$ cat src/design/sbfd_pkg.sv
package sbfd_pkg;

	// Frame layout.
	localparam int FRAME_LEN    = 25;
	localparam int STORED_LEN   = 24;
	localparam int NUM_CHANNELS = 16;
	localparam int CHAN_W       = 11;
	localparam int PAYLOAD_BYTES = 22;
	localparam int PAYLOAD_W    = PAYLOAD_BYTES * 8;

	// Framing bytes and flag bits.
	localparam logic [7:0] START_BYTE   = 8'h0F;
	localparam logic [7:0] END_BYTE     = 8'h00;
	localparam int         FAILSAFE_POS = 3;
	localparam int         LOST_POS     = 2;
	localparam int         FLAG_BYTE    = 23;

	// One checked frame as handed from the front to the back.
	typedef struct packed {
		logic [PAYLOAD_W-1:0] chan_bits;
		logic                 failsafe;
		logic                 lost;
	} frame_t;

	// Status of the frame queue.
	typedef struct packed {
		logic full;
		logic empty;
	} qstat_t;

endpackage

$ cat src/design/sbus_frame_decoder.sv
// SBUS frame decoder: one byte taken per cycle unless full; sixteen channel results per good frame.
// The first result of a frame passes through the frame queue and the result register after the
// transfer of its 25th byte; the other fifteen follow one per cycle while results are popped.
// Throughput: one byte per cycle; full rises only on a closing byte when both frame slots hold
// frames the result side has not yet drained (sixteen pops per frame).
// Reset clears byte counter, queue state, channel counter and result valid; stored data keeps junk.
module sbus_frame_decoder (
	input  logic        clk,
	input  logic        arst_n,
	input  logic        push,
	output logic        full,
	input  logic [7:0]  rx_byte,
	output logic        empty,
	input  logic        pop,
	output logic [3:0]  channel_index,
	output logic [10:0] channel_value,
	output logic        failsafe_flag,
	output logic        lost_flag,
	output logic        last_of_frame
);
	import sbfd_pkg::*;

	qstat_t qstat;
	frame_t enq_frame;
	frame_t head_frame;
	logic   enq;
	logic   deq;

	// Byte counting and frame check.
	sbfd_front u_front (
		.clk       (clk),
		.arst_n    (arst_n),
		.push      (push),
		.full      (full),
		.rx_byte   (rx_byte),
		.qstat     (qstat),
		.enq       (enq),
		.enq_frame (enq_frame)
	);

	// Two-frame queue between the byte side and the result side.
	sbfd_frame_queue u_queue (
		.clk        (clk),
		.arst_n     (arst_n),
		.enq        (enq),
		.enq_frame  (enq_frame),
		.deq        (deq),
		.qstat      (qstat),
		.head_frame (head_frame)
	);

	// Channel unpacking and result register.
	sbfd_back u_back (
		.clk           (clk),
		.arst_n        (arst_n),
		.qstat         (qstat),
		.head_frame    (head_frame),
		.deq           (deq),
		.empty         (empty),
		.pop           (pop),
		.channel_index (channel_index),
		.channel_value (channel_value),
		.failsafe_flag (failsafe_flag),
		.lost_flag     (lost_flag),
		.last_of_frame (last_of_frame)
	);

endmodule

$ cat src/design/sbfd_front.sv
module sbfd_front (
	input  logic            clk,
	input  logic            arst_n,
	input  logic            push,
	output logic            full,
	input  logic [7:0]      rx_byte,
	input  sbfd_pkg::qstat_t qstat,
	output logic            enq,
	output sbfd_pkg::frame_t enq_frame
);
	import sbfd_pkg::*;

	logic [4:0] pos_q;
	logic [7:0] buf_q [STORED_LEN];
	logic       accept;
	logic       at_end;

	// The frame can only stall on its closing byte, when both queue slots are taken.
	assign at_end = (pos_q >= 5'(STORED_LEN));
	assign full   = at_end && qstat.full;
	assign accept = push && !full;

	// Byte counter: restarts after every 25th byte, good frame or not.
	always_ff @(posedge clk or negedge arst_n) begin
		if (!arst_n) begin
			pos_q <= '0;
		end else if (accept) begin
			if (at_end) begin
				pos_q <= '0;
			end else begin
				pos_q <= pos_q + 5'd1;
			end
		end
	end

	// Frame store, written one byte per transfer.
	always_ff @(posedge clk) begin
		if (accept && !at_end) begin
			buf_q[pos_q] <= rx_byte;
		end
	end

	// A frame is queued when its start and end bytes check out.
	assign enq = accept && at_end && (buf_q[0] == START_BYTE) && (rx_byte == END_BYTE);

	// Payload bytes 1 to 22 form one bit stream, byte 1 at the bottom.
	always_comb begin
		for (int i = 0; i < PAYLOAD_BYTES; i++) begin
			enq_frame.chan_bits[i*8 +: 8] = buf_q[i+1];
		end
		enq_frame.failsafe = buf_q[FLAG_BYTE][FAILSAFE_POS];
		enq_frame.lost     = buf_q[FLAG_BYTE][LOST_POS];
	end

endmodule

$ cat src/design/sbfd_frame_queue.sv
module sbfd_frame_queue (
	input  logic             clk,
	input  logic             arst_n,
	input  logic             enq,
	input  sbfd_pkg::frame_t enq_frame,
	input  logic             deq,
	output sbfd_pkg::qstat_t qstat,
	output sbfd_pkg::frame_t head_frame
);
	import sbfd_pkg::*;

	frame_t     slot_q [2];
	logic       wr_ptr_q;
	logic       rd_ptr_q;
	logic [1:0] count_q;

	assign qstat.full  = (count_q == 2'd2);
	assign qstat.empty = (count_q == 2'd0);
	assign head_frame  = slot_q[rd_ptr_q];

	// Pointers and fill count.
	always_ff @(posedge clk or negedge arst_n) begin
		if (!arst_n) begin
			wr_ptr_q <= 1'b0;
			rd_ptr_q <= 1'b0;
			count_q  <= '0;
		end else begin
			if (enq) begin
				wr_ptr_q <= !wr_ptr_q;
			end
			if (deq) begin
				rd_ptr_q <= !rd_ptr_q;
			end
			case ({enq, deq})
				2'b10:   count_q <= count_q + 2'd1;
				2'b01:   count_q <= count_q - 2'd1;
				default: count_q <= count_q;
			endcase
		end
	end

	// Frame slots.
	always_ff @(posedge clk) begin
		if (enq) begin
			slot_q[wr_ptr_q] <= enq_frame;
		end
	end

endmodule

$ cat src/design/sbfd_back.sv
module sbfd_back (
	input  logic             clk,
	input  logic             arst_n,
	input  sbfd_pkg::qstat_t qstat,
	input  sbfd_pkg::frame_t head_frame,
	output logic             deq,
	output logic             empty,
	input  logic             pop,
	output logic [3:0]       channel_index,
	output logic [10:0]      channel_value,
	output logic             failsafe_flag,
	output logic             lost_flag,
	output logic             last_of_frame
);
	import sbfd_pkg::*;

	logic [3:0]        ch_q;
	logic              out_valid_q;
	logic              advance;
	logic              issue;
	logic              last_ch;
	logic [CHAN_W-1:0] chans [NUM_CHANNELS];

	// Each channel is a fixed 11-bit slice of the payload stream.
	always_comb begin
		for (int k = 0; k < NUM_CHANNELS; k++) begin
			chans[k] = head_frame.chan_bits[k*CHAN_W +: CHAN_W];
		end
	end

	// The output register takes a new result when it is free or being emptied.
	assign advance = !out_valid_q || pop;
	assign issue   = advance && !qstat.empty;
	assign last_ch = (ch_q == 4'(NUM_CHANNELS - 1));
	assign deq     = issue && last_ch;
	assign empty   = !out_valid_q;

	// Channel counter and output valid.
	always_ff @(posedge clk or negedge arst_n) begin
		if (!arst_n) begin
			ch_q        <= '0;
			out_valid_q <= 1'b0;
		end else begin
			if (issue) begin
				ch_q <= ch_q + 4'd1;
			end
			if (advance) begin
				out_valid_q <= !qstat.empty;
			end
		end
	end

	// Result payload.
	always_ff @(posedge clk) begin
		if (issue) begin
			channel_index <= ch_q;
			channel_value <= chans[ch_q];
			failsafe_flag <= head_frame.failsafe;
			lost_flag     <= head_frame.lost;
			last_of_frame <= last_ch;
		end
	end

endmodule
$ cat config.mk
export PLATFORM = sky130hd
export DESIGN_NAME = sbus_frame_decoder
export DESIGN_NICKNAME = d
export VERILOG_FILES = /design/src/design/sbfd_pkg.sv /design/src/design/sbus_frame_decoder.sv /design/src/design/sbfd_front.sv /design/src/design/sbfd_frame_queue.sv /design/src/design/sbfd_back.sv
export SDC_FILE = /design/constraint.sdc
export NUM_CORES = 1
export LEC_CHECK = 0
export ABC_AREA = 1
export ABC_CLOCK_PERIOD_IN_PS = 14500
export BUFFER_PORTS_ARGS = -buffer_cell sky130_fd_sc_hd__buf_2
export CAP_MARGIN = 30
export CORE_ASPECT_RATIO = 1.2
export CORE_MARGIN = 8
export CORE_UTILIZATION = 40
export CTS_BUF_LIST = sky130_fd_sc_hd__clkbuf_16
export DETAILED_ROUTE_END_ITERATION = 10
export MAX_ROUTING_LAYER = met4
export SKIP_CTS_REPAIR_TIMING = 1
export SLEW_MARGIN = 5
export SYNTH_ARGS = -nofsm -noshare
export SYNTH_HDL_FRONTEND = slang
export SYNTH_SLANG_ARGS = --single-unit
export TNS_END_PERCENT = 50
$ cat constraint.sdc
create_clock -name clk -period 14.5 [get_ports clk]
set_input_delay 2.175 -clock clk [delete_from_list [all_inputs] [get_ports clk]]
set_output_delay 2.175 -clock clk [all_outputs]
set_load 0.005 [all_outputs]
==> results by stage, run 1 <==
Clocking:
- The maximum clock path buffer count is 3.
- Clock-pin slew was measured on the worst setup and hold paths at 60 ps.
- The clock network latency to the later pin of the worst-skew pair is 570 ps.
- The master cell of the clock root buffer is sky130_fd_sc_hd__clkbuf_16.
- The CTS H-tree depth is 2.
- Clock tree synthesis inserted a total of 51 buffers.
- TritonCTS built the clock tree.
- The number of sinks driven by the clock tree is between 500 and 600.

Worst setup path:
- The worst setup path is captured at a flip-flop.
- The top cell family by delay on the critical path is buffers and inverters.
- In this run the number of cells on the critical path is 8.
- Walking the worst path, the cells encountered are buf_2, nor2_1, nand2_1, nor3_1, nand4_1, nor2_4, buf_4, buf_4.
- The arrival time of data at the critical path endpoint is 5120 ps.
- The number of buffers and inverters on the critical path is 3.
- Across all register-to-register paths, the minimum setup slack is between 10000 and 15000 ps.
- The setup path with the least slack is of type in -> reg.
- The nature of the critical path startpoint is an input pin.
- The highest net fanout along the worst path is 64.
- The worst-case reg-to-reg path depth is 10.
- By instance count, the cell type seen most on the critical path is sky130_fd_sc_hd__buf_4.
- Among all stages on the critical path, the largest delay is contributed by sky130_fd_sc_hd__buf_4.
- In this design, the stage delay of the slowest critical-path cell is around 800 ps.
- The data required time at the worst endpoint is 14690 ps.

Layout:
- The filler cells instantiated in the layout total 4739.
- For this run, the post-layout net count is 1580.
- In the final layout, the share of cells above drive strength 1 is 7.55%.
- The library cell used most frequently in the layout, excluding fill and tap cells, is sky130_fd_sc_hd__edfxtp_1.
- In the layout the commonest cells are sky130_fd_sc_hd__edfxtp_1, sky130_fd_sc_hd__nand2_1, sky130_fd_sc_hd__nand3_1.
- The area growth from synthesis to layout is 10.9%.
- Summing all flip-flop and latch instances after layout gives 0.0172 mm².
- The area used by multi-input combinational logic is 0.00372 mm².

Place:
- The congestion estimate from routability-driven global placement came to 0.792.
- The pre-CTS setup slack is just under 9000 ps.
- Buffers placed on the I/O ports in this run total 31.
- The detailed placement HPWL is ~26 mm.

STA:
- Derived from the worst setup path, the maximum achievable clock frequency is slightly above 200 MHz.
- Setup repair after global routing left no endpoint under its margin.
- The slew at the pin with the worst max-slew slack is 1070 ps.
- The setup violation total in the final timing report is 0.
- After layout, the worst setup slack is between 9000 and 10000 ps.
- The headroom to the max-slew limit is 28.4%.
- On the final layout, the worst clock skew is 14.3 ps.
- The max-slew violation total from the final report is 0.
- The final count of hold timing violations is 0.
- After layout, the minimum clock period comes to about 5000 ps.
- Setup total negative slack on the finished layout was measured at 0 ps.
- The fraction of the cycle the final worst path needs is 34.0%.

Floorplan:
- The floorplan die area is 0.0612 mm².
- Measured along the y axis, the die boundary spans between 200 and 300 µm.
- The initial utilization of the core area, before any placement, comes to approximately 40%.
- 32 I/O pins were placed.
- The die is around 230 µm wide.
- The area inside the core boundary is 0.0533 mm².
- In this run the core area contains 93 standard-cell rows.

Global route:
- The first global-routing pass estimated 73.0 mm of wire.
- After global routing the overflow that remains totals 0.
- The initial antenna violation count is 1.
- The overall routing resource usage is 16.2%.
- Entering global routing, the biggest net connects 170 pins.
- The via count of the first global-routing pass is about 12000.

Power:
- Dividing total power by cell area gives a power density of between 100 and 150 mW/mm².
- Overall power consumption after layout is estimated at approximately 0.0032 W.
- The net switching power figure is between 0.0006 and 0.0007 W.
- The reported leakage power is 8.26 nW.
- In this run, flip-flops and latches consume about 59% of the power.
- The relative contribution of combinational cells to total power is 2.9%.
- The share of power burned in the clock network is between 30% and 40%.
- The worst voltage drop across the vdd grid is 0.0767 mV.
- The cell internal power dissipation is roughly 0.0025 W.
- Net switching is 20.7% of the power.

Logic synthesis:
- The count of flip-flops with a built-in enable after synthesis is 560.
- The fraction of synthesized area in multiplexers is 0%.
- Summing the areas of all compound-gate instances in the mapped netlist gives less than 1% of the synthesized area.
- The number of warnings printed during yosys synthesis is 0.
- The count of distinct cell types in the synthesized netlist is 25.
- The synthesized netlist devotes less than 1% of its cell area to XOR and XNOR gates.
- The synthesized netlist net count is 1552.
- After Yosys synthesis, full adders, half adders and majority gates account for 0.351% of the synthesized area.
- The combinational family with the most area after synthesis is simple AND/OR/NAND/NOR gates.
- The total standard cell area after synthesis is approximately 0.021 mm².
- The instance count of the mapped netlist is between 1500 and 2000.
- After synthesis the netlist holds a flip-flop and latch count of around 570.
- In the synthesized netlist the async set-or-reset flop fraction comes to under 10%.
- In this run the mean area of a mapped cell was between 10 and 15 µm².
- Summing the areas of all and, or, nand and nor instances in the mapped netlist gives 16.4% of the synthesized area.
- Summing the sequential cell areas from Yosys gives 80.3% of the chip area.
- The most used flip-flop cell after synthesis is sky130_fd_sc_hd__edfxtp_1.

Min path:
- In this run the worst hold path is classified as reg -> reg.
- The number of instances on the worst hold path is 0.

Drt:
- The remaining antenna violation count after routing is 0.
- The detailed router placed between 10000 and 15000 vias in this run.
- After detailed routing, the number of remaining DRC violations is 0.
- The routed design has between 40 and 50 mm of wire.
- The violation count after the first detailed-routing iteration is 1020.
- The first TritonRoute pass finished after 5 iterations.
- In the final routed layout, each cell accounts on average for 21.0 µm.
- In the routed layout, each cell is associated on average with a via count of 5.09.

Outcome:
- The run finished with clean final reports.

Run:
- The max-cap check violation count is 0.
## through the flow
step	std cells	hold slack (ps)	area, µm²	utilization [%]
3_5_place_dp	2220	429	22200	41.6
6_report	2315	442	23700	44.5
5_1_grt	2315	448	23700	44.5
3_3_place_gp	2219	422	22200	41.6
4_1_cts	2313	443	23700	44.5
2_1_floorplan	1534	420	21400	-
## sequential cells by signal, summed over array words and instances, names as in the netlist, 2 cells and up
register,flops
u_queue.count_q,2
u_back.channel_index,4
u_back.channel_value,11
u_back.ch_q,4
u_front.buf_q,186
u_queue.slot_q,356
u_front.pos_q,5
## logic make-up after synthesis
family | after synthesis
AO/OA/AOI/OAI | 12
XOR/XNOR | 6
adder cells (fa/ha/maj) | 6
buffers and inverters | 96
flip-flops | 574
AND/OR/NAND/NOR | 840
## worst reg2reg max path, delay by kind of cell (launching register included)
| kind | cells | cell delay, ps |
|---|---|---|
| buffers and inverters | 2 | 1640 |
| flip-flops | 1 | 680 |
| AND/OR/NAND/NOR | 8 | 900 |
## worst paths after layout
check | startpoint | to
setup / recovery | rx_byte[4] | u_queue.slot_q[0][157]
hold / removal | u_front.buf_q[20][5] | u_queue.slot_q[0][159]
setup reg to reg | u_queue.rd_ptr_q | u_back.channel_value[8]
hold reg to reg | u_front.buf_q[20][5] | u_queue.slot_q[0][159]
max in group asynchronous | arst_n | u_back.ch_q[0]
min in group asynchronous | arst_n | u_back.ch_q[3]
## final cells by class
cell class	instances	share of cell area, %
Clock inverter	42	0.981
Sequential cell	574	72.4
Inverter	22	0.380
Multi-Input combinational cell	864	15.7
Antenna cell	1	0.0105
Clock buffer	51	5.38
Timing Repair Buffer	49	1.41
Tap cell	712	3.76
## cells in the mapped netlist, drive strengths merged (2+ instances only)
cell type    n  area (µm²)
a21oi        2        10.0
buf         63         387
clkbuf      11        41.3
dfrtp       14         350
edfxtp     560       16800
ha           6        75.1
inv         22        87.6
nand2      522        1960
nand3      272        1360
nand4        3        18.8
nor2        39         146
nor3         3        15.0
o21ai        8        40.0
xnor2        2        17.5
xor2         4        35.0
## metal layers
metal,share of wire [%],GRT usage [%],routed length [µm],up-vias
met1,41,20.9,20000,5837
li1,-,-,-,5494
met2,50,26.4,24200,358
met5,0,-,0,-
met4,2.4,4.80,1180,0
met3,6.5,2.58,3130,86
## power by group through the flow
stage	registers, W	logic (W)	clock network (W)
5_1_grt	0.00188	0.000102	0.00132
2_1_floorplan	0.00191	0.0000477	0
6_report	0.00188	0.0000934	0.00124
3_3_place_gp	0.00191	0.0000919	0
4_1_cts	0.00188	0.0000944	0.00126
3_5_place_dp	0.00192	0.0000942	0
Power figures use the tool's default switching activity.
==> inputs of run 2 (changes only) <==
--- a/config.mk
+++ b/config.mk
@@ -6,7 +6,7 @@
 export NUM_CORES = 1
 export LEC_CHECK = 0
 export ABC_AREA = 1
-export ABC_CLOCK_PERIOD_IN_PS = 14500
+export ABC_CLOCK_PERIOD_IN_PS = 4200
 export BUFFER_PORTS_ARGS = -buffer_cell sky130_fd_sc_hd__buf_2
 export CAP_MARGIN = 30
 export CORE_ASPECT_RATIO = 1.2
==> constraint.sdc (replaced) <==
create_clock -name clk -period 4.2 [get_ports clk]
set_input_delay 0.63 -clock clk [delete_from_list [all_inputs] [get_ports clk]]
set_output_delay 0.63 -clock clk [all_outputs]
set_load 0.005 [all_outputs]
==> results by stage, run 2 (same netlist as run 1, synthesis figures left out) <==
Global route:
- The via count of the first global-routing pass was 12000 (was 11700).
- The pin count of the biggest net entering global routing is 117 (was 170).
- The overall routing resource usage is 17.1% (was 16.2%).
- The most congested layer reported by global routing is met2 (unchanged).
- The first-pass GRT wire length was 76.0 mm (was 73.0 mm).
- The global-route track usage on met3 is 2.35% (was 2.58%).
- The met2 usage in global routing is 28.6% (was 26.4%).
- The global routing usage on met1 was 20.6% (was 20.9%).
- The initial antenna violation count came to 1 (unchanged).
- The total congestion overflow is 0 (unchanged).

Layout:
- The share of final-layout standard cells stronger than drive strength 1 was 8.80% (was 7.55%).
- The number of diodes added for antenna fixing is 0 (was 1).
- Highest-count cells in the layout ignoring fill and taps: sky130_fd_sc_hd__edfxtp_1, sky130_fd_sc_hd__nand2_1, sky130_fd_sc_hd__nand3_1 (unchanged).
- The layout filler cell count is 4716 (was 4739).
- Largest regs: u_queue.slot_q x356, u_front.buf_q x186, u_back.channel_value x11 (unchanged).
- The signed area change from the synthesized netlist to the final layout was 12.3% (was 10.9%).
- The number of nets in the final layout came to 1603 (was 1580).
- The flip-flop count of the largest register, all copies and words added was 356 (unchanged).
- The most common cell after layout, fill and taps aside is sky130_fd_sc_hd__edfxtp_1 (unchanged).
- The register containing the most flip-flops in the final layout is u_queue.slot_q (unchanged).
- The area used by multi-input combinational logic is 0.00373 mm² (was 0.00372 mm²).
- The register cell area after layout came to 0.0172 mm² (unchanged).
- The finished layout cell area is 0.0240 mm² (was 0.0237 mm²).

STA:
- Unrepaired setup endpoints after global routing: no (unchanged).
- Static timing analysis puts the maximum clock frequency at 372 MHz.
- The slew at the pin with the worst max-slew slack is 945 ps (was 1070 ps).
- The worst clock skew on the final layout is 19.2 ps (was 14.3 ps).
- The max-slew violation total from the final report is 0 (unchanged).
- For the finished layout, the period the worst path requires is 2690 ps.
- The final count of hold timing violations is 0 (unchanged).
- The headroom to the max-slew limit came to 37.0% (was 28.4%).
- The fraction of the cycle the final worst path needs is 64.0%.
- The setup violation total in the final timing report came to 0 (unchanged).
- The final worst-path setup slack is 1510 ps (was 9570 ps).
- The final-layout setup total negative slack came to 0 ps (unchanged).

Worst setup path:
- The nature of the critical path startpoint was a flip-flop (was input pin).
- The endpoint of the lowest-slack register-to-register path is u_back.channel_value[6] (was u_back.channel_value[8]).
- The worst-case reg-to-reg path depth is 9 (was 10).
- The critical register-to-register path startpoint was u_back.ch_q[0] (was u_queue.rd_ptr_q).
- The highest net fanout along the worst path is 73 (was 64).
- The type of destination of the critical path is a flip-flop (unchanged).
- The arrival time of data at the critical path endpoint is 3020 ps (was 5120 ps).
- The start-to-end type of the worst setup path was reg -> reg (was in -> reg).
- The data required time at the worst endpoint is 4530 ps (was 14690 ps).
- The flop-to-flop setup slack is 1510 ps (was 11140 ps).

Power:
- The worst voltage drop across the vdd grid was 0.364 mV (was 0.0767 mV).
- The power density over the cells is 466 mW/mm² (was 135 mW/mm²).
- The overall power of the completed layout is 0.0112 W (was 0.00321 W).
- The reported leakage power was 8.43 nW (was 8.26 nW).

Clocking:
- The clock tree from TritonCTS is yes (unchanged).
- The clock transition at the register clock pins on the worst setup and hold paths after CTS is 60 ps (about the same).
- The master cell of the clock root buffer is sky130_fd_sc_hd__clkbuf_16 (unchanged).
- The maximum clock path buffer count was 3 (unchanged).
- The CTS H-tree depth is 2 (unchanged).
- The number of buffers added by the clock tree synthesis step was 52 (was 51).
- The clock network latency to the later pin of the worst-skew pair is 590 ps (was 570 ps).
- The number of sinks driven by the clock tree is 574 (unchanged).

Outcome:
- Status: complete, no violations (unchanged).

Floorplan:
- The horizontal die dimension is 227 µm (unchanged).
- The number of core rows came to 93 (unchanged).
- The floorplan die height is 269 µm (unchanged).
- The floorplan die area is 0.0612 mm² (unchanged).
- The area inside the core boundary is 0.0533 mm² (unchanged).
- The starting density of the core is 40.1% (unchanged).
- The number of top-level pins is 32 (unchanged).

Run:
- The max-cap check violation count was 0 (unchanged).

Drt:
- The violation count after the first detailed-routing iteration was 1145 (was 1020).
- The remaining antenna violation count after routing is 0 (unchanged).
- The ratio of routed vias to standard cells came to 5.11 (was 5.09).
- The detailed-route wire length is 50.9 mm (was 48.5 mm).
- The post-detailed-route wirelength per cell is 21.8 µm (was 21.0 µm).
- The number of vias in the routed layout is 11900 (was 11800).
- The number of iterations in the first detailed-routing pass was 5 (unchanged).
- The final routed DRC violation total is 0 (unchanged).

Min path:
- The number of instances on the worst hold path is 4 (was 0).
- The start point of the worst min-delay path is pop (was u_front.buf_q[20][5]).
- The class of the worst hold path is in -> reg (was reg -> reg).
- The endpoint of the worst hold-timing path is u_back.out_valid_q (was u_queue.slot_q[0][159]).

Place:
- The pre-CTS setup slack was 1050 ps (was 8930 ps).
- The last weighted congestion value of the routability-driven placer is 0.813 (was 0.792).
- The port buffer count is 31 (unchanged).
- The detailed placement HPWL was 28.5 mm (was 26.0 mm).
- The post-placement cell area was 0.0225 mm² (was 0.0222 mm²).
run 2: cell types whose count changed in the layout (fill, tap and decap cells not counted), sizes merged:
cell,delta
dlygate4sd3,+1
clkbuf,+2
clkinv,-2
inv,+2
clkinvlp,-1
buf,+21
diode,-1
run 2: cell type report:
type,instances,share of cell area [%]
tap,712,3.71
timing repair buffer,71,2.42
multi-input combinational,864,15.5
clock buffer,53,5.52
clock inverter,41,0.927
sequential,574,71.5
inverter,22,0.375
run 2: critical path, stage by stage, from the launching register on:
cell and delay (ps):
sky130_fd_sc_hd__dfrtp_4 760, sky130_fd_sc_hd__inv_4 340, sky130_fd_sc_hd__buf_12 420, sky130_fd_sc_hd__nand3_1 170, sky130_fd_sc_hd__nand3_1 140, sky130_fd_sc_hd__nand2_1 160, sky130_fd_sc_hd__nand2_1 160, sky130_fd_sc_hd__nand2_1 70
sky130_fd_sc_hd__nand2_1 50, sky130_fd_sc_hd__nand2_1 70
run 2: how the worst max path moves through the flow:
stage | startpoint | end | cells after the start
2_1_floorplan | rx_byte[5] | u_queue.slot_q[0][0] | 5
3_3_place_gp | rx_byte[2] | u_queue.slot_q[0][148] | 7
3_5_place_dp | rx_byte[2] | u_queue.slot_q[0][79] | 7
4_1_cts | u_back.ch_q[0] | u_back.channel_value[6] | 9
5_1_grt | u_back.ch_q[0] | u_back.channel_value[9] | 9
6_report | u_back.ch_q[0] | u_back.channel_value[6] | 9
run 2: routing by layer:
metal	vias up	wire [µm]	share of wire [%]
met5	-	0	0
met4	0	2020	4.0
li1	5535	-	-
met2	380	26200	52
met3	111	2760	5.4
met1	5921	19900	39
run 2: power breakdown:
group / switching (W) / leakage, nW / internal (W)
logic: 0.000286 / 2.41 / 0.0000745
clock network: 0.00196 / 0.820 / 0.00239
registers: 0.0000706 / 5.20 / 0.00642
run 2: stage by stage:
stage / hold slack, ps / utilization (%) / instances
4_1_cts: -44.1 / 45.0 / 2335
6_report: 356 / 45.1 / 2337
2_1_floorplan: 334 / - / 1534
5_1_grt: 373 / 45.1 / 2337
3_5_place_dp: 430 / 42.1 / 2241
3_3_place_gp: 422 / 42.0 / 2231
